--- src/hltfr_pkg.sv ---
`default_nettype none
// ----------------------------------------------------------------------------
// hltfr_pkg
// Types and constants of the header / length / tail frame receiver.
// ----------------------------------------------------------------------------
package hltfr_pkg;

    localparam int unsigned BYTE_W  = 8;
    localparam int unsigned IDX_W   = 6;
    localparam int unsigned CFG_A_W = 2;

    localparam logic [BYTE_W-1:0] FRAME_OVERHEAD = 8'd4;

    localparam logic [BYTE_W-1:0] RST_FIRST_HDR  = 8'hAA;
    localparam logic [BYTE_W-1:0] RST_SECOND_HDR = 8'h55;
    localparam logic [BYTE_W-1:0] RST_TAIL       = 8'hAA;

    localparam logic [CFG_A_W-1:0] CFG_FIRST_HDR  = 2'd0;
    localparam logic [CFG_A_W-1:0] CFG_SECOND_HDR = 2'd1;
    localparam logic [CFG_A_W-1:0] CFG_TAIL       = 2'd2;

    localparam logic [BYTE_W-1:0] POS_HUNT = 8'd0;
    localparam logic [BYTE_W-1:0] POS_HDR1 = 8'd1;
    localparam logic [BYTE_W-1:0] POS_HDR2 = 8'd2;
    localparam logic [BYTE_W-1:0] POS_BODY = 8'd3;

    typedef struct packed {
        logic [BYTE_W-1:0] first_hdr;
        logic [BYTE_W-1:0] second_hdr;
        logic [BYTE_W-1:0] tail;
    } t_cfg;

    typedef struct packed {
        logic              wr_en;
        logic [BYTE_W-1:0] wr_slot;
        logic [BYTE_W-1:0] wr_data;
        logic              done;
        logic [BYTE_W-1:0] count;
    } t_parse_evt;

    typedef enum logic [1:0] {
        ST_RECV,
        ST_READ,
        ST_LOAD
    } t_rd_state;

endpackage
`default_nettype wire

--- src/hltfr_in_if.sv ---
`default_nettype none
// ----------------------------------------------------------------------------
// hltfr_in_if
// Received byte channel.
// ----------------------------------------------------------------------------
interface hltfr_in_if;
    logic                            valid;
    logic                            ready;
    logic [hltfr_pkg::BYTE_W-1:0]    rx_byte;

    modport source (output valid, output rx_byte, input ready);
    modport sink   (input valid, input rx_byte, output ready);
endinterface
`default_nettype wire

--- src/hltfr_out_if.sv ---
`default_nettype none
// ----------------------------------------------------------------------------
// hltfr_out_if
// Payload result channel.
// ----------------------------------------------------------------------------
interface hltfr_out_if;
    logic                            valid;
    logic                            ready;
    logic [hltfr_pkg::BYTE_W-1:0]    payload_byte;
    logic [hltfr_pkg::IDX_W-1:0]     payload_index;
    logic [hltfr_pkg::IDX_W-1:0]     payload_count;
    logic                            last;

    modport source (output valid, output payload_byte, output payload_index,
                    output payload_count, output last, input ready);
    modport sink   (input valid, input payload_byte, input payload_index,
                    input payload_count, input last, output ready);
endinterface
`default_nettype wire

--- src/hltfr_cfg_if.sv ---
`default_nettype none
// ----------------------------------------------------------------------------
// hltfr_cfg_if
// Register write channel.
// ----------------------------------------------------------------------------
interface hltfr_cfg_if;
    logic                            valid;
    logic                            ready;
    logic [hltfr_pkg::CFG_A_W-1:0]   index;
    logic [hltfr_pkg::BYTE_W-1:0]    data;

    modport source (output valid, output index, output data, input ready);
    modport sink   (input valid, input index, input data, output ready);
endinterface
`default_nettype wire

--- src/hltfr_parse.sv ---
`default_nettype none
// ----------------------------------------------------------------------------
// hltfr_parse
// Frame position tracker: header match, length check, body slot, tail match.
// ----------------------------------------------------------------------------
module hltfr_parse #(
    parameter int unsigned MAX_FRAME = 64
) (
    input  wire logic                          i_clk,
    input  wire logic                          i_rst_n,
    input  wire hltfr_pkg::t_cfg               i_cfg,
    input  wire logic                          i_accept,
    input  wire logic [hltfr_pkg::BYTE_W-1:0]  i_byte,
    output hltfr_pkg::t_parse_evt              o_evt
);

    localparam logic [hltfr_pkg::BYTE_W-1:0] MAX_LEN = hltfr_pkg::BYTE_W'(MAX_FRAME);

    logic [hltfr_pkg::BYTE_W-1:0] r_pos, n_pos;
    logic [hltfr_pkg::BYTE_W-1:0] r_len, n_len;

    always_comb begin
        n_pos         = r_pos;
        n_len         = r_len;
        o_evt.wr_en   = 1'b0;
        o_evt.wr_slot = r_pos - hltfr_pkg::POS_BODY;
        o_evt.wr_data = i_byte;
        o_evt.done    = 1'b0;
        o_evt.count   = r_len - hltfr_pkg::FRAME_OVERHEAD;
        if (i_accept) begin
            case (r_pos)
                hltfr_pkg::POS_HUNT: begin
                    if (i_byte == i_cfg.first_hdr) begin
                        n_pos = hltfr_pkg::POS_HDR1;
                    end
                end
                hltfr_pkg::POS_HDR1: begin
                    n_pos = (i_byte == i_cfg.second_hdr) ? hltfr_pkg::POS_HDR2
                                                          : hltfr_pkg::POS_HUNT;
                end
                hltfr_pkg::POS_HDR2: begin
                    if (i_byte < hltfr_pkg::FRAME_OVERHEAD || i_byte > MAX_LEN) begin
                        n_pos = hltfr_pkg::POS_HUNT;
                    end else begin
                        n_len = i_byte;
                        n_pos = hltfr_pkg::POS_BODY;
                    end
                end
                default: begin
                    if (r_pos < r_len - 8'd1) begin
                        o_evt.wr_en = 1'b1;
                        n_pos       = r_pos + 8'd1;
                    end else if (i_byte == i_cfg.tail) begin
                        o_evt.done = 1'b1;
                        n_pos      = hltfr_pkg::POS_HUNT;
                    end
                end
            endcase
        end
    end

    always_ff @(posedge i_clk) begin
        if (!i_rst_n) begin
            r_pos <= hltfr_pkg::POS_HUNT;
            r_len <= '0;
        end else begin
            r_pos <= n_pos;
            r_len <= n_len;
        end
    end

endmodule
`default_nettype wire

--- src/header_length_tail_frame_receiver.sv ---
`default_nettype none
// ----------------------------------------------------------------------------
// header_length_tail_frame_receiver
// Deframes header / length / tail serial frames and plays out the payload.
// ----------------------------------------------------------------------------
// Bytes enter on i_rx, one item per accepted handshake. Registers are written
// on i_cfg (index 0 first header, 1 second header, 2 tail; others ignored).
// Body bytes go into a one-port-write, registered-read payload buffer of
// MAX_FRAME-4 entries. Receiving takes one byte per cycle while i_rx is ready.
// When the tail byte arrives, i_rx drops and the buffer is read back: each
// payload item takes a buffer read, then a load of the output register, and
// waits while o_frame is stalled. An empty frame gives a single
// item with last set. The output register holds an item until it is taken;
// once the final item of a run is loaded, i_rx is ready again, so the next
// frame's bytes flow while that item waits. After frame completion the first
// item passes the buffer read and the output load; an empty frame only the
// output load. After reset the block hunts for the first header byte with the
// registers at their reset values; the buffer needs no clear.
// ----------------------------------------------------------------------------
module header_length_tail_frame_receiver #(
    parameter int unsigned MAX_FRAME = 64
) (
    input  wire logic         i_clk,
    input  wire logic         i_rst_n,
    hltfr_in_if.sink          i_rx,
    hltfr_cfg_if.sink         i_cfg,
    hltfr_out_if.source       o_frame
);

    localparam int unsigned DEPTH  = (MAX_FRAME > 4) ? MAX_FRAME - 4 : 1;
    localparam int unsigned ADDR_W = (DEPTH > 1) ? $clog2(DEPTH) : 1;

    hltfr_pkg::t_cfg       r_cfg;
    hltfr_pkg::t_parse_evt w_evt;
    hltfr_pkg::t_rd_state  r_state, n_state;

    logic [hltfr_pkg::BYTE_W-1:0] mem [DEPTH];
    logic [hltfr_pkg::BYTE_W-1:0] r_rd_data;
    logic [hltfr_pkg::BYTE_W-1:0] r_rd_idx;
    logic [hltfr_pkg::BYTE_W-1:0] r_count;

    logic                          r_out_valid;
    logic [hltfr_pkg::BYTE_W-1:0]  r_out_byte;
    logic [hltfr_pkg::IDX_W-1:0]   r_out_index;
    logic [hltfr_pkg::IDX_W-1:0]   r_out_count;
    logic                          r_out_last;

    logic w_accept;
    logic w_out_free;
    logic w_rd_en;
    logic w_load_empty;
    logic w_load_byte;
    logic w_is_last;

    assign i_cfg.ready = 1'b1;
    assign i_rx.ready  = (r_state == hltfr_pkg::ST_RECV);
    assign w_accept    = i_rx.valid && i_rx.ready;
    assign w_out_free  = !r_out_valid || o_frame.ready;
    assign w_is_last   = (r_rd_idx + 8'd1 == r_count);

    always_ff @(posedge i_clk) begin
        if (!i_rst_n) begin
            r_cfg.first_hdr  <= hltfr_pkg::RST_FIRST_HDR;
            r_cfg.second_hdr <= hltfr_pkg::RST_SECOND_HDR;
            r_cfg.tail       <= hltfr_pkg::RST_TAIL;
        end else if (i_cfg.valid) begin
            case (i_cfg.index)
                hltfr_pkg::CFG_FIRST_HDR:  r_cfg.first_hdr  <= i_cfg.data;
                hltfr_pkg::CFG_SECOND_HDR: r_cfg.second_hdr <= i_cfg.data;
                hltfr_pkg::CFG_TAIL:       r_cfg.tail       <= i_cfg.data;
                default: begin
                end
            endcase
        end
    end

    hltfr_parse #(
        .MAX_FRAME (MAX_FRAME)
    ) u_parse (
        .i_clk    (i_clk),
        .i_rst_n  (i_rst_n),
        .i_cfg    (r_cfg),
        .i_accept (w_accept),
        .i_byte   (i_rx.rx_byte),
        .o_evt    (w_evt)
    );

    // payload buffer
    always_ff @(posedge i_clk) begin
        if (w_evt.wr_en) begin
            mem[w_evt.wr_slot[ADDR_W-1:0]] <= w_evt.wr_data;
        end
        if (w_rd_en) begin
            r_rd_data <= mem[r_rd_idx[ADDR_W-1:0]];
        end
    end

    always_comb begin
        n_state = r_state;
        case (r_state)
            hltfr_pkg::ST_RECV: begin
                if (w_evt.done) begin
                    n_state = hltfr_pkg::ST_READ;
                end
            end
            hltfr_pkg::ST_READ: begin
                if (r_count == '0) begin
                    if (w_out_free) begin
                        n_state = hltfr_pkg::ST_RECV;
                    end
                end else begin
                    n_state = hltfr_pkg::ST_LOAD;
                end
            end
            hltfr_pkg::ST_LOAD: begin
                if (w_out_free) begin
                    n_state = w_is_last ? hltfr_pkg::ST_RECV : hltfr_pkg::ST_READ;
                end
            end
            default: n_state = hltfr_pkg::ST_RECV;
        endcase
    end

    always_comb begin
        w_rd_en      = 1'b0;
        w_load_empty = 1'b0;
        w_load_byte  = 1'b0;
        case (r_state)
            hltfr_pkg::ST_READ: begin
                w_rd_en      = (r_count != '0);
                w_load_empty = (r_count == '0) && w_out_free;
            end
            hltfr_pkg::ST_LOAD: begin
                w_load_byte = w_out_free;
            end
            default: begin
            end
        endcase
    end

    always_ff @(posedge i_clk) begin
        if (!i_rst_n) begin
            r_state     <= hltfr_pkg::ST_RECV;
            r_out_valid <= 1'b0;
        end else begin
            r_state <= n_state;
            if (w_load_empty || w_load_byte) begin
                r_out_valid <= 1'b1;
            end else if (o_frame.ready) begin
                r_out_valid <= 1'b0;
            end
        end
    end

    always_ff @(posedge i_clk) begin
        if (w_evt.done) begin
            r_count  <= w_evt.count;
            r_rd_idx <= '0;
        end else if (w_load_byte) begin
            r_rd_idx <= r_rd_idx + 8'd1;
        end
        if (w_load_empty) begin
            r_out_byte  <= '0;
            r_out_index <= '0;
            r_out_count <= '0;
            r_out_last  <= 1'b1;
        end else if (w_load_byte) begin
            r_out_byte  <= r_rd_data;
            r_out_index <= r_rd_idx[hltfr_pkg::IDX_W-1:0];
            r_out_count <= r_count[hltfr_pkg::IDX_W-1:0];
            r_out_last  <= w_is_last;
        end
    end

    assign o_frame.valid         = r_out_valid;
    assign o_frame.payload_byte  = r_out_byte;
    assign o_frame.payload_index = r_out_index;
    assign o_frame.payload_count = r_out_count;
    assign o_frame.last          = r_out_last;

endmodule
`default_nettype wire
--- src/flat_wrapper.sv ---
// flat-port wrapper written by rule: the top's interface ports become plain ports
module header_length_tail_frame_receiver_flat 
#(
    parameter int unsigned MAX_FRAME = 64
)
  (i_clk, i_rst_n, i_rx_valid, i_rx_rx_byte, i_rx_ready, i_cfg_valid, i_cfg_index, i_cfg_data, i_cfg_ready, o_frame_valid, o_frame_payload_byte, o_frame_payload_index, o_frame_payload_count, o_frame_last, o_frame_ready);
  hltfr_in_if i_rx_i ();
  hltfr_cfg_if i_cfg_i ();
  hltfr_out_if o_frame_i ();
  input  wire logic i_clk;
  input  wire logic i_rst_n;
  input wire logic [$bits(i_rx_i.valid)-1:0] i_rx_valid;
  input wire logic [$bits(i_rx_i.rx_byte)-1:0] i_rx_rx_byte;
  output wire logic [$bits(i_rx_i.ready)-1:0] i_rx_ready;
  input wire logic [$bits(i_cfg_i.valid)-1:0] i_cfg_valid;
  input wire logic [$bits(i_cfg_i.index)-1:0] i_cfg_index;
  input wire logic [$bits(i_cfg_i.data)-1:0] i_cfg_data;
  output wire logic [$bits(i_cfg_i.ready)-1:0] i_cfg_ready;
  output wire logic [$bits(o_frame_i.valid)-1:0] o_frame_valid;
  output wire logic [$bits(o_frame_i.payload_byte)-1:0] o_frame_payload_byte;
  output wire logic [$bits(o_frame_i.payload_index)-1:0] o_frame_payload_index;
  output wire logic [$bits(o_frame_i.payload_count)-1:0] o_frame_payload_count;
  output wire logic [$bits(o_frame_i.last)-1:0] o_frame_last;
  input wire logic [$bits(o_frame_i.ready)-1:0] o_frame_ready;
  assign i_rx_i.valid = i_rx_valid;
  assign i_rx_i.rx_byte = i_rx_rx_byte;
  assign i_rx_ready = i_rx_i.ready;
  assign i_cfg_i.valid = i_cfg_valid;
  assign i_cfg_i.index = i_cfg_index;
  assign i_cfg_i.data = i_cfg_data;
  assign i_cfg_ready = i_cfg_i.ready;
  assign o_frame_valid = o_frame_i.valid;
  assign o_frame_payload_byte = o_frame_i.payload_byte;
  assign o_frame_payload_index = o_frame_i.payload_index;
  assign o_frame_payload_count = o_frame_i.payload_count;
  assign o_frame_last = o_frame_i.last;
  assign o_frame_i.ready = o_frame_ready;
  header_length_tail_frame_receiver #(.MAX_FRAME(MAX_FRAME)) u_core (.i_clk(i_clk), .i_rst_n(i_rst_n), .i_rx(i_rx_i), .i_cfg(i_cfg_i), .o_frame(o_frame_i));
endmodule
--- config.mk ---
export PLATFORM = sky130hd
export DESIGN_NAME = header_length_tail_frame_receiver_flat
export DESIGN_NICKNAME = d
export VERILOG_FILES = /design/src/hltfr_pkg.sv /design/src/hltfr_in_if.sv /design/src/hltfr_out_if.sv /design/src/hltfr_cfg_if.sv /design/src/hltfr_parse.sv /design/src/header_length_tail_frame_receiver.sv /design/src/flat_wrapper.sv
export SDC_FILE = /design/constraint.sdc
export NUM_CORES = 1
export LEC_CHECK = 0
export BUFFER_PORTS_ARGS = -buffer_cell sky130_fd_sc_hd__buf_2
export CAP_MARGIN = 30
export CORE_UTILIZATION = 50
export DETAILED_ROUTE_END_ITERATION = 16
export PLACE_DENSITY = 0.66
export SETUP_SLACK_MARGIN = 0.5
export SYNTH_ARGS = -nofsm -noshare
export SYNTH_HDL_FRONTEND = slang
export SYNTH_SLANG_ARGS = --single-unit
export TNS_END_PERCENT = 50
--- constraint.sdc ---
create_clock -name i_clk -period 10.8 [get_ports i_clk]
set_clock_uncertainty 0.2 [all_clocks]
set_input_delay 1.08 -clock i_clk [delete_from_list [all_inputs] [get_ports i_clk]]
set_output_delay 1.08 -clock i_clk [all_outputs]
set_load 0.01 [all_outputs]
* After elaboration in Yosys (flattened, before gate mapping)
Memory sizes are Yosys's and may differ from the RTL's. A register that Yosys moved wholly into a read port is not among the register bits.
Cells that the tools add are included.
** Operators by class
- $add $sub $neg :: 5
- $mul :: 0
- Div/mod/pow operators :: 0
- $lt $le $gt $ge :: 3
- Equality and inequality tests :: 14
- Shift operators :: 0
- Muxes and demuxes :: 26
- Bitwise operators :: 1
- Reductions and logical operators :: 20
** Operators with widths (count)
- $eq 8x8->1 :: 4
- $mux 8 :: 3
- $pmux 8 s3 :: 1
- $add 8x1->8 const B :: 2
- $logic_not 8->1 :: 2
- $mux 1 :: 15
- $mux 2 :: 6
- $reduce_and 3->1 :: 3
- $eq 8x1->1 const B :: 1
- $eq 8x2->1 const B :: 1
- $gt 8x7->1 const B :: 1
- $lt 8x3->1 const B :: 1
- $lt 8x8->1 :: 1
- $reduce_bool 8->1 :: 1
- $sub 8x1->8 const B :: 1
- $sub 8x3->8 const B :: 1
- $pmux 2 s3 :: 1
- $reduce_and 2->1 :: 3
- $sub 6x2->6 const B :: 1
- $reduce_bool 5->1 :: 1
- $eq 2x1->1 const B :: 2
- $eq 2x2->1 const B :: 2
- $logic_not 2->1 :: 2
- $ne 2x2->1 const B :: 2
- other kinds (8) :: 11
** Word-level totals
- Bits in registers :: 80
- Latch bits :: 0
- Memory bits (writable) :: 480
- Bits in read-only memories :: 0
- Output and inout port bits :: 24
- Memories :: 1
** Memory list
- u_core.mem :: depth 60, width 8, rd ports 1, clocked after memory_dff 1, wr ports 1, line header_length_tail_frame_receiver.sv:37 : logic [hltfr_pkg::BYTE_W-1:0] mem [DEPTH];

* Depth between registers and ports, before layout
Gate-level depths: netlist (run 1).
- Word-level depth :: 7
- Depth in mapped cells :: 13
- Mapped depth without buffers :: 12

* Modules after synthesis
A second synthesis (run 1) with hierarchy kept.
** Second synthesis, totals
- Cell total of the unflattened synthesis :: 1343
- Area, all modules :: 23465.0 µm²
** Modules (own cells, without submodules)
- header_length_tail_frame_receiver :: instances 1, cells an instance 1138, area each 21773.4 µm², seq. area each 16015.4 µm²
- hltfr_parse :: instances 1, cells an instance 205, area each 1691.6 µm², seq. area each 320.3 µm²

* Least setup slack after synthesis (run 1)
No wires, ideal clock.
- Kind :: reg-to-reg
- Start point :: register u_core.u_parse.r_len[4] in the netlist's numbering
- End point :: memory u_core.mem[26][0] in the netlist's numbering, enable pin
- Setup time :: 0.370 ns
- Arrival :: 3.040 ns
- Setup slack :: 7.190 ns
- Cell stages (with the launch flop) :: 13
- Buffers on the path :: 2
- Clock period less this slack :: 3.610 ns
- Cells stage by stage :: dfxtp_1 > clkbuf_1 > nor3_1 > nand3_1 > xor2_1 > ha_1 > nand2_1 > o21ai_0 > nor2_4 > nand2_1 > or4_1 > clkbuf_1 > nor2_1
** On the way
- Longest elaborated chain between the ends :: 7
** RTL lines
- start, declared :: line hltfr_parse.sv:20 : logic [hltfr_pkg::BYTE_W-1:0] r_len, n_len;
- start signal, assigned :: line hltfr_parse.sv:68 : r_len <= n_len;
- $sub 8x1->8 :: line hltfr_parse.sv:50 : if (r_pos < r_len - 8'd1) begin
- $lt 8x8->1 :: line hltfr_parse.sv:50
- $mux 1 :: line hltfr_parse.sv:50
- $mux 1 :: line hltfr_parse.sv:31 : case (r_pos)
- $mux 1 :: line hltfr_parse.sv:30 : if (i_accept) begin
- $mux 1 :: line header_length_tail_frame_receiver.sv:90 : if (w_evt.wr_en) begin
- $mux 1 (not written as such) :: line header_length_tail_frame_receiver.sv:91 : mem[w_evt.wr_slot[ADDR_W-1:0]] <= w_evt.wr_data;
- end, declared :: line header_length_tail_frame_receiver.sv:37
No other way between the ends.

* Final worst setup path (run 1)
- Start point :: register u_core.u_parse.r_len[2] in the netlist's numbering
- End point :: memory u_core.mem[47][7] in the netlist's numbering, enable pin
Same word-level chain as after synthesis.

==> results of run 1 <==
[worst max path at each step]
stage,endpoint,startpoint,slack (ns)
final,u_core.mem[47][7]$_DFFE_PP_,u_core.u_parse.r_len[2]$_SDFFE_PN0P_,6.31
after global routing,u_core.mem[5][1]$_DFFE_PP_,u_core.u_parse.r_len[2]$_SDFFE_PN0P_,6.03
after CTS,u_core.r_rd_data[7]$_DFFE_PP_,u_core.r_rd_idx[0]$_SDFFE_PP0P_,6.22
after detailed placement,u_core.mem[45][2]$_DFFE_PP_,u_core.u_parse.r_len[2]$_SDFFE_PN0P_,6.23
after global placement,u_core.r_rd_data[5]$_DFFE_PP_,u_core.r_rd_idx[0]$_SDFFE_PP0P_,6.25
after floorplan,u_core.mem[26][0]$_DFFE_PP_,u_core.u_parse.r_len[4]$_SDFFE_PN0P_,7.19
[worst max-delay path, cell delays in order, from the launching register on]
cell and delay (ns):
sky130_fd_sc_hd__dfxtp_1 0.35, sky130_fd_sc_hd__nor3_1 0.42, sky130_fd_sc_hd__nand3_1 0.15, sky130_fd_sc_hd__xor2_1 0.17
sky130_fd_sc_hd__ha_1 0.30, sky130_fd_sc_hd__nand2_1 0.13, sky130_fd_sc_hd__o21ai_0 0.24, sky130_fd_sc_hd__nor2_4 0.22
sky130_fd_sc_hd__nand2_1 0.21, sky130_fd_sc_hd__or4_1 0.92, sky130_fd_sc_hd__nor2_1 0.80
[layout by cell type, fill, tap and decap left out, drive strengths merged, types with 8 or more instances in the layout]
cell type / synthesis / final
inv: 11 / 15
buf: 34 / 69
xor2: 33 / 33
a21oi: 63 / 63
clkinvlp: 0 / 9
nor2: 112 / 112
mux2i: 40 / 40
a22oi: 38 / 38
xnor2: 20 / 20
nor3: 14 / 14
edfxtp: 496 / 496
nor2b: 11 / 11
clkbuf: 39 / 72
nand2: 93 / 93
nand2b: 10 / 10
nand3: 13 / 13
mux4: 120 / 120
and2: 8 / 8
nor4: 11 / 11
o21ai: 12 / 12
ha: 14 / 14
clkinv: 1 / 16
a221o: 10 / 10
nand4: 8 / 8
dfxtp: 72 / 72
[metal layers]
metal	global-route usage (%)	wire length, microns
met5	0	0
met4	6.690	1428
met3	5.046	3851
met2	36.24	25280
met1	33.46	22760
[flip-flops by register name (all words and copies together), names as in the netlist]
signal / cells
u_core.r_count: 8
u_core.u_parse.r_pos: 8
u_core.o_frame.last: 1
u_core.o_frame.payload_index: 6
u_core.o_frame.payload_byte: 8
u_core.o_frame.payload_count: 6
u_core.r_cfg: 24
u_core.mem: 480
u_core.r_rd_data: 8
u_core.o_frame.valid: 1
u_core.u_parse.r_len: 8
u_core.r_state: 2
u_core.r_rd_idx: 8
[where the power goes]
part,switching [mW],internal (mW)
Clock,0.844,1.11
Sequential,0.00518,2.39
Combinational,0.0764,0.0237
Total,0.926,3.52
[cells by family (layout without fill, tap and decap cells)]
kind of cell | Yosys count | count (layout)
other | 1 | 1
AOI/OAI and AO/OA | 156 | 156
xor gates and xnor gates | 53 | 53
muxes | 160 | 160
and+or+nand+nor | 299 | 299
DFF | 568 | 568
buffers and inverters | 85 | 185
adders and majority gates | 14 | 14
[per-stage QoR]
| stage | worst slack [ns] | hold WS [ns] | cell area [sq um] | std cells | power [mW] |
|---|---|---|---|---|---|
| after global routing | 6.031 | 0.2643 | 25620 | 2036 | 4.552 |
| after detailed placement | 6.229 | 0.2470 | 23720 | 1930 | 2.539 |
| final | 6.313 | 0.2573 | 25620 | 2036 | 4.448 |
| after floorplan | 7.190 | 0.2623 | 22890 | 1336 | 2.478 |
| after global placement | 6.250 | 0.2431 | 23720 | 1930 | 2.537 |
| after CTS | 6.224 | 0.2558 | 25580 | 2034 | 4.469 |
[layout make-up]
cell class / count / area (sq um) / area share, %
flip-flops and latches: 568 / 16340 / 63.78
multi-input cells: 683 / 6191 / 24.16
clock buffers: 72 / 1541 / 6.016
well taps: 600 / 750.7 / 2.930
repair buffers: 69 / 429.2 / 1.675
clock inverters: 32 / 322.8 / 1.260
inverters: 12 / 45.04 / 0.1758
==> reports/qor.log, run 1 <==
qor: synth.synth_ff_type sky130_fd_sc_hd__edfxtp_1
qor: placement.place.detailed.hpwl 31980 microns
qor: critical_path.data_arrival_time_of_the_critical_path 4.52 ns
qor: synth.postSynthNetCount 1373
qor: synth.number_of_unique_standard_cell_types_used_by_synthesis 61
qor: placement.numPortBuffers 45
qor: detailed_routing.drt_drc_violations_left 0
qor: synth.synth_top_area_share 65.06%
qor: detailed_routing.wire_per_inst 26.19 microns
qor: global_route.first_global_vias 12350
qor: synth.yosys.area_share.adder 0.7651%
qor: detailed_routing.detail_route.vias_per_cell 6.040
qor: synth.synth_seq_area_share 71.35%
qor: cts.sink_count_of_the_clock_tree 568
qor: min_path.tightest_hold_check_type flop to flop
qor: critical_path.timing.critical_path.to_type flop
qor: critical_path.worst-endpoint-required 10.83 ns
qor: synth.ys_ff_latch 568
qor: cts.cts_inserted_buffers 55
qor: cts.hold_buffers 0
qor: final_layout.num-fill-cells 3468
qor: final_layout.final_core_utilization 56.58%
qor: global_route.grt_max_degree 66
qor: detailed_routing.wirelength 53320 microns
qor: power_and_ir_drop.powerDensity 173.6 mW/mm^2
qor: outcome.outcome finished clean
qor: cts.ctsHtreeMaxLevel 2
qor: timing.timing.final.hold_violations 0
qor: critical_path.rr_startpoint u_core.u_parse.r_len[2]$_SDFFE_PN0P_
qor: final_layout.flow.area_growth_from_synthesis 11.92%
qor: cts.post_cts_buffers 0
qor: synth.yosys.cell_count.top_type sky130_fd_sc_hd__edfxtp_1
qor: final_layout.ant_diodes 0
qor: critical_path.timing.reg2reg.worst_path_depth 10
qor: cts.cts_resized 0
qor: timing.clock_period_minus_final_worst_setup_slack 4.487 ns
qor: synth.synth_simple_gate_area_share 6.044%
qor: cts.path_clk_slew 0.06 ns
qor: synth.synth.mux.area_fraction 13.55%
qor: synth.synth_enable_flop_cells 496
qor: timing.fmaxAchievable 0.2229 GHz
qor: detailed_routing.num_vias 12300
qor: global_route.antenna_found_initial 0
qor: min_path.min_delay_worst_endpoint u_core.o_frame.payload_count[3]$_SDFFE_PP0P_
qor: synth.synth_common_cells 496 x sky130_fd_sc_hd__edfxtp_1, 120 x sky130_fd_sc_hd__mux4_2, 111 x sky130_fd_sc_hd__nor2_1
qor: floorplanning.die_y 216.0 microns
qor: synth.ys.warnings.count 0
qor: power_and_ir_drop.ir_drop_worst_case_vdd 132.9 uV
qor: detailed_routing.drt_iter0_drc 1239
qor: floorplanning.design.die.area 0.04665 sq mm
qor: synth.synth.cell_area 0.02289 sq mm
qor: synth.synth.area.top_cells sky130_fd_sc_hd__edfxtp_1 65%, sky130_fd_sc_hd__mux4_2 12%, sky130_fd_sc_hd__dfxtp_1 6.3%, sky130_fd_sc_hd__nor2_1 1.8%, sky130_fd_sc_hd__mux2i_1 1.7%
qor: timing.drv_slew 0
qor: global_route.grt_pass1_wl 79540 microns
qor: timing.grt_setup_unrepaired false
qor: synth.post_synth_xor_area_fraction 2.028%
qor: power_and_ir_drop.p_leak 8.237 nW
qor: critical_path.r2r_end u_core.mem[47][7]$_DFFE_PP_
qor: synth.synth_top_area_cell sky130_fd_sc_hd__edfxtp_1
qor: synth.async_reset_ff_share 0%
qor: cts.clock_insertion_delay_worst_skew 0.61 ns
qor: min_path.min_from u_core.o_frame.payload_count[3]$_SDFFE_PP0P_
qor: timing.max-slew-margin-rel 31.85%
qor: global_route.gr-total-overflow 0
qor: global_route.gr-usage-all-layers 23.34%
qor: critical_path.critPathMaxFanout 8
qor: floorplanning.fp.dieW 216.0 microns
qor: final_layout.layout-drive-gt1-share 20.89%
qor: synth.synthesis.instances 1336
qor: cts.tritoncts built
qor: timing.tns 0 ns
qor: timing.tightestPinTransition 1.022 ns
qor: timing.layout_worst_path_cycle_share 41.55%
qor: placement.gp_congestion 0.8347
qor: synth.synth_compound_area_share 4.634%
qor: critical_path.crit_type flop to flop
qor: synth.post_synthesis_mean_instance_area 17.14 sq um
qor: job.max_cap_violations 0
qor: synth.synth_top_family_by_area multiplexers
qor: cts.clock-root-buffer sky130_fd_sc_hd__clkbuf_16
qor: timing.setup_failing_eps_final 0
qor: floorplanning.core_region_area 0.04528 sq mm
qor: critical_path.worst_r2r_setup_slack 6.31 ns
qor: floorplanning.initial_utilization 50.56%
qor: critical_path.timing.critical_path.from_type flop
qor: detailed_routing.drt-pass1-iter-count 5
qor: cts.cts.path.max_buffers 3
qor: final_layout.nNetsFinal 1426
qor: detailed_routing.ant_nets 0
qor: floorplanning.io_pins 47
qor: floorplanning.row_count 78
qor: min_path.min_delay_path_depth 2
(Power assumes the default switching activity.)
==> run 2, diff against run 1 <==
Settings changed: ABC_AREA set to 1.
Clock period 10.8 ns to 4.3 ns, I/O delays scaled along.
==> run 2 against run 1 <==
  * Setup slack got worse by 5.8 ns
  * Count of clock-buffer cells in the layout shrank 3
  * Non-clock buffer count grew 46
==> reports/qor.log, run 2 <==
qor: global_route.gr-usage-all-layers 26.48%
qor: global_route.antenna_found_initial 0
qor: detailed_routing.drt-pass1-iter-count 6
qor: timing.clock_period_minus_final_worst_setup_slack 3.774 ns
qor: synth.synth_ff_type sky130_fd_sc_hd__edfxtp_1
qor: detailed_routing.num_vias 16720
qor: detailed_routing.wire_per_inst 22.34 microns
qor: placement.gp_congestion 0.8799
qor: placement.place_ws 0.5005 ns
qor: job.max_cap_violations 0
qor: global_route.grt_max_degree 165
qor: final_layout.regArea 0.01634 sq mm
qor: floorplanning.core_region_area 0.04665 sq mm
qor: timing.post-route-worst-setup-slack 0.5257 ns
qor: cts.ctsHtreeMaxLevel 2
qor: synth.yosys.cell_count.top_type sky130_fd_sc_hd__edfxtp_1
qor: cts.tritoncts built
qor: final_layout.layout-drive-gt1-share 10.36%
qor: synth.synthesis.instances 2131
qor: floorplanning.io_pins 47
qor: outcome.outcome finished clean
qor: synth.post_synthesis_mean_instance_area 11.13 sq um
qor: critical_path.crit_chain inv_1, ha_1, nand3_1, xor2_1, a21oi_1, ha_1, a21oi_1, o21a_1, nand2_2, nor2_4, nand4_2, nor2_1
qor: detailed_routing.drt_iter0_drc 2024
qor: final_layout.multi_input_comb_area 0.006485 sq mm
qor: detailed_routing.ant_nets 0
qor: synth.synth.cell_area 0.02372 sq mm
qor: critical_path.critical_path_buf_inv_count 1
qor: critical_path.timing.critical_path.to_type flop
qor: global_route.met1_usage 36.97%
qor: timing.tns 0 ns
qor: synth.synth_top_area_share 62.78%
qor: floorplanning.design.die.area 0.04832 sq mm
qor: final_layout.largest_register_ffs 480
qor: synth.synth_seq_area_share 68.86%
qor: synth.synth.area.top_cells sky130_fd_sc_hd__edfxtp_1 63%, sky130_fd_sc_hd__dfxtp_1 6.1%, sky130_fd_sc_hd__o21ai_0 5.9%, sky130_fd_sc_hd__nor2_1 5.9%, sky130_fd_sc_hd__nand2_1 5.3%
qor: timing.max-slew-margin-rel 40.00%
qor: critical_path.timing.critical_path.from_type flop
qor: global_route.met3_usage_grt 4.251%
qor: synth.postSynthNetCount 2168
qor: timing.tightestPinTransition 0.8986 ns
qor: synth.synth_common_cells 496 x sky130_fd_sc_hd__edfxtp_1, 372 x sky130_fd_sc_hd__nor2_1, 335 x sky130_fd_sc_hd__nand2_1
qor: final_layout.num-fill-cells 3859
qor: power_and_ir_drop.powerDensity 517.7 mW/mm^2
qor: critical_path.slowest_delay 0.67 ns
qor: final_layout.ant_diodes 0
qor: placement.place.detailed.hpwl 38770 microns
qor: global_route.first_global_vias 16120
qor: critical_path.worst_path_max_delay_cell sky130_fd_sc_hd__nor2_1
qor: detailed_routing.drt_drc_violations_left 0
qor: placement.numPortBuffers 45
qor: critical_path.critPathMaxFanout 8
qor: global_route.gr-total-overflow 0
qor: cts.path_clk_slew 0.06 ns
qor: final_layout.mostFrequentLayoutCells 496 x sky130_fd_sc_hd__edfxtp_1, 359 x sky130_fd_sc_hd__nor2_1, 335 x sky130_fd_sc_hd__nand2_1
qor: timing.timing.final.hold_violations 0
qor: critical_path.crit_type flop to flop
qor: cts.clock-root-buffer sky130_fd_sc_hd__clkbuf_16
qor: timing.fmaxAchievable 0.2650 GHz
qor: power_and_ir_drop.p_leak 9.411 nW
qor: global_route.use_met2 41.76%
qor: cts.cts_inserted_buffers 56
qor: cts.sink_count_of_the_clock_tree 568
qor: cts.cts.path.max_buffers 3
qor: timing.layout_worst_path_cycle_share 87.77%
qor: final_layout.nNetsFinal 2222
qor: detailed_routing.detail_route.vias_per_cell 5.894
qor: final_layout.layout.cells.most_common sky130_fd_sc_hd__edfxtp_1
qor: detailed_routing.wirelength 63350 microns
qor: synth.number_of_unique_standard_cell_types_used_by_synthesis 39
qor: timing.drv_slew 0
qor: floorplanning.initial_utilization 50.85%
qor: timing.grt_setup_unrepaired true
qor: cts.post_cts_buffers 0
qor: power_and_ir_drop.ir_drop_worst_case_vdd 274.8 uV
qor: synth.async_reset_ff_share 0%
qor: critical_path.critical_path.top_delay_family simple AND/OR/NAND/NOR gates
qor: timing.setup_failing_eps_final 0
qor: floorplanning.row_count 79
qor: floorplanning.fp.dieW 219.8 microns
qor: floorplanning.die_y 219.8 microns
qor: final_layout.final_core_utilization 56.95%
qor: cts.clock_insertion_delay_worst_skew 0.62 ns
qor: global_route.global_route.peak_usage_layer met2
qor: synth.synth_top_area_cell sky130_fd_sc_hd__edfxtp_1
qor: critical_path.data_arrival_time_of_the_critical_path 3.82 ns
qor: synth.ys.warnings.count 0
qor: final_layout.flow.area_growth_from_synthesis 12.00%
qor: min_path.tightest_hold_check_type input port to flop
qor: synth.ys_ff_latch 568
qor: critical_path.worst-endpoint-required 4.35 ns
qor: synth.synth_enable_flop_cells 496
qor: global_route.grt_pass1_wl 95410 microns
==> run 2: cell count changes after synthesis, moves of 21 or more <==
cell / before / now
sky130_fd_sc_hd__o22ai_1: 1 / 91
sky130_fd_sc_hd__mux4_2: 120 / 0
sky130_fd_sc_hd__inv_1: 11 / 87
sky130_fd_sc_hd__buf_2: 12 / 45
sky130_fd_sc_hd__a21oi_1: 63 / 37
sky130_fd_sc_hd__nor2_1: 111 / 372
sky130_fd_sc_hd__mux2i_1: 40 / 0
sky130_fd_sc_hd__o21ai_0: 12 / 280
sky130_fd_sc_hd__a22oi_1: 38 / 0
sky130_fd_sc_hd__nand2_1: 93 / 335
sky130_fd_sc_hd__nand3_1: 13 / 85
sky130_fd_sc_hd__o221ai_1: 0 / 21
==> run 2: final timing paths <==
kind	startpoint	endpoint	slack, ns	cells past startpoint
worst max register to register	u_core.u_parse.r_len[2]$_SDFFE_PN0P_	u_core.mem[6][1]$_DFFE_PP_	0.53	12
worst min-delay path	i_rx_rx_byte[5]	u_core.mem[49][5]$_DFFE_PP_	0.06	1
worst min register to register	u_core.u_parse.r_len[0]$_SDFFE_PN0P_	u_core.r_count[0]$_DFFE_PP_	0.26	0
worst max-delay path	u_core.u_parse.r_len[2]$_SDFFE_PN0P_	u_core.mem[6][1]$_DFFE_PP_	0.53	12
==> run 2: what timing repair did <==
item	CTS	global route
gates resized for setup	1	13
pin swaps	0	0
endpoints found under the hold margin	25	0
endpoints found under the setup margin	5	232
hold buffers	9	0
gates cloned	0	0
==> run 2: report_power, final <==
group / internal, mW / switching [mW]
logic: 0.784 / 2.04
registers: 6.12 / 0.0933
clock network: 2.69 / 2.03
total: 9.59 / 4.16
==> run 2: cells by family (layout without fill, tap and decap cells) <==
family          count (synthesis)  count (layout)  synth area share, %
fa+ha+maj                      14              14               0.7384
compound gates                458             458                10.64
buf+inv                       214             312                3.966
other cells                     1               1              0.01581
xor+xnor                       31              31                1.144
flops                         568             568                68.86
simple gates                  845             845                14.64
==> run 2: layout make-up <==
| class | instances | area share [%] |
|---|---|---|
| inverter | 95 | 1.366 |
| sequential | 568 | 61.51 |
| tap | 607 | 2.858 |
| multi-input combinational | 1349 | 24.41 |
| clock inverter | 33 | 1.022 |
| timing repair buffer | 115 | 3.221 |
| clock buffer | 69 | 5.618 |
==> run 2: routing by layer <==
layer / wire length (microns) / share of wire [%]
met4: 2179 / 3.4
met5: 0 / 0
met2: 29690 / 47
met1: 26870 / 42
met3: 4614 / 7.3
==> run 2: per-stage QoR <==
stage	total power, mW	hold slack (ns)	instance area, sq um	instances
after floorplan	8.162	0.2306	23720	2131
after global placement	9.048	0.2382	24650	2724
after detailed placement	9.082	0.2539	24680	2725
after CTS	13.76	0.03807	26540	2836
after global routing	14.31	0.03105	26570	2836
final	13.76	0.05818	26570	2836
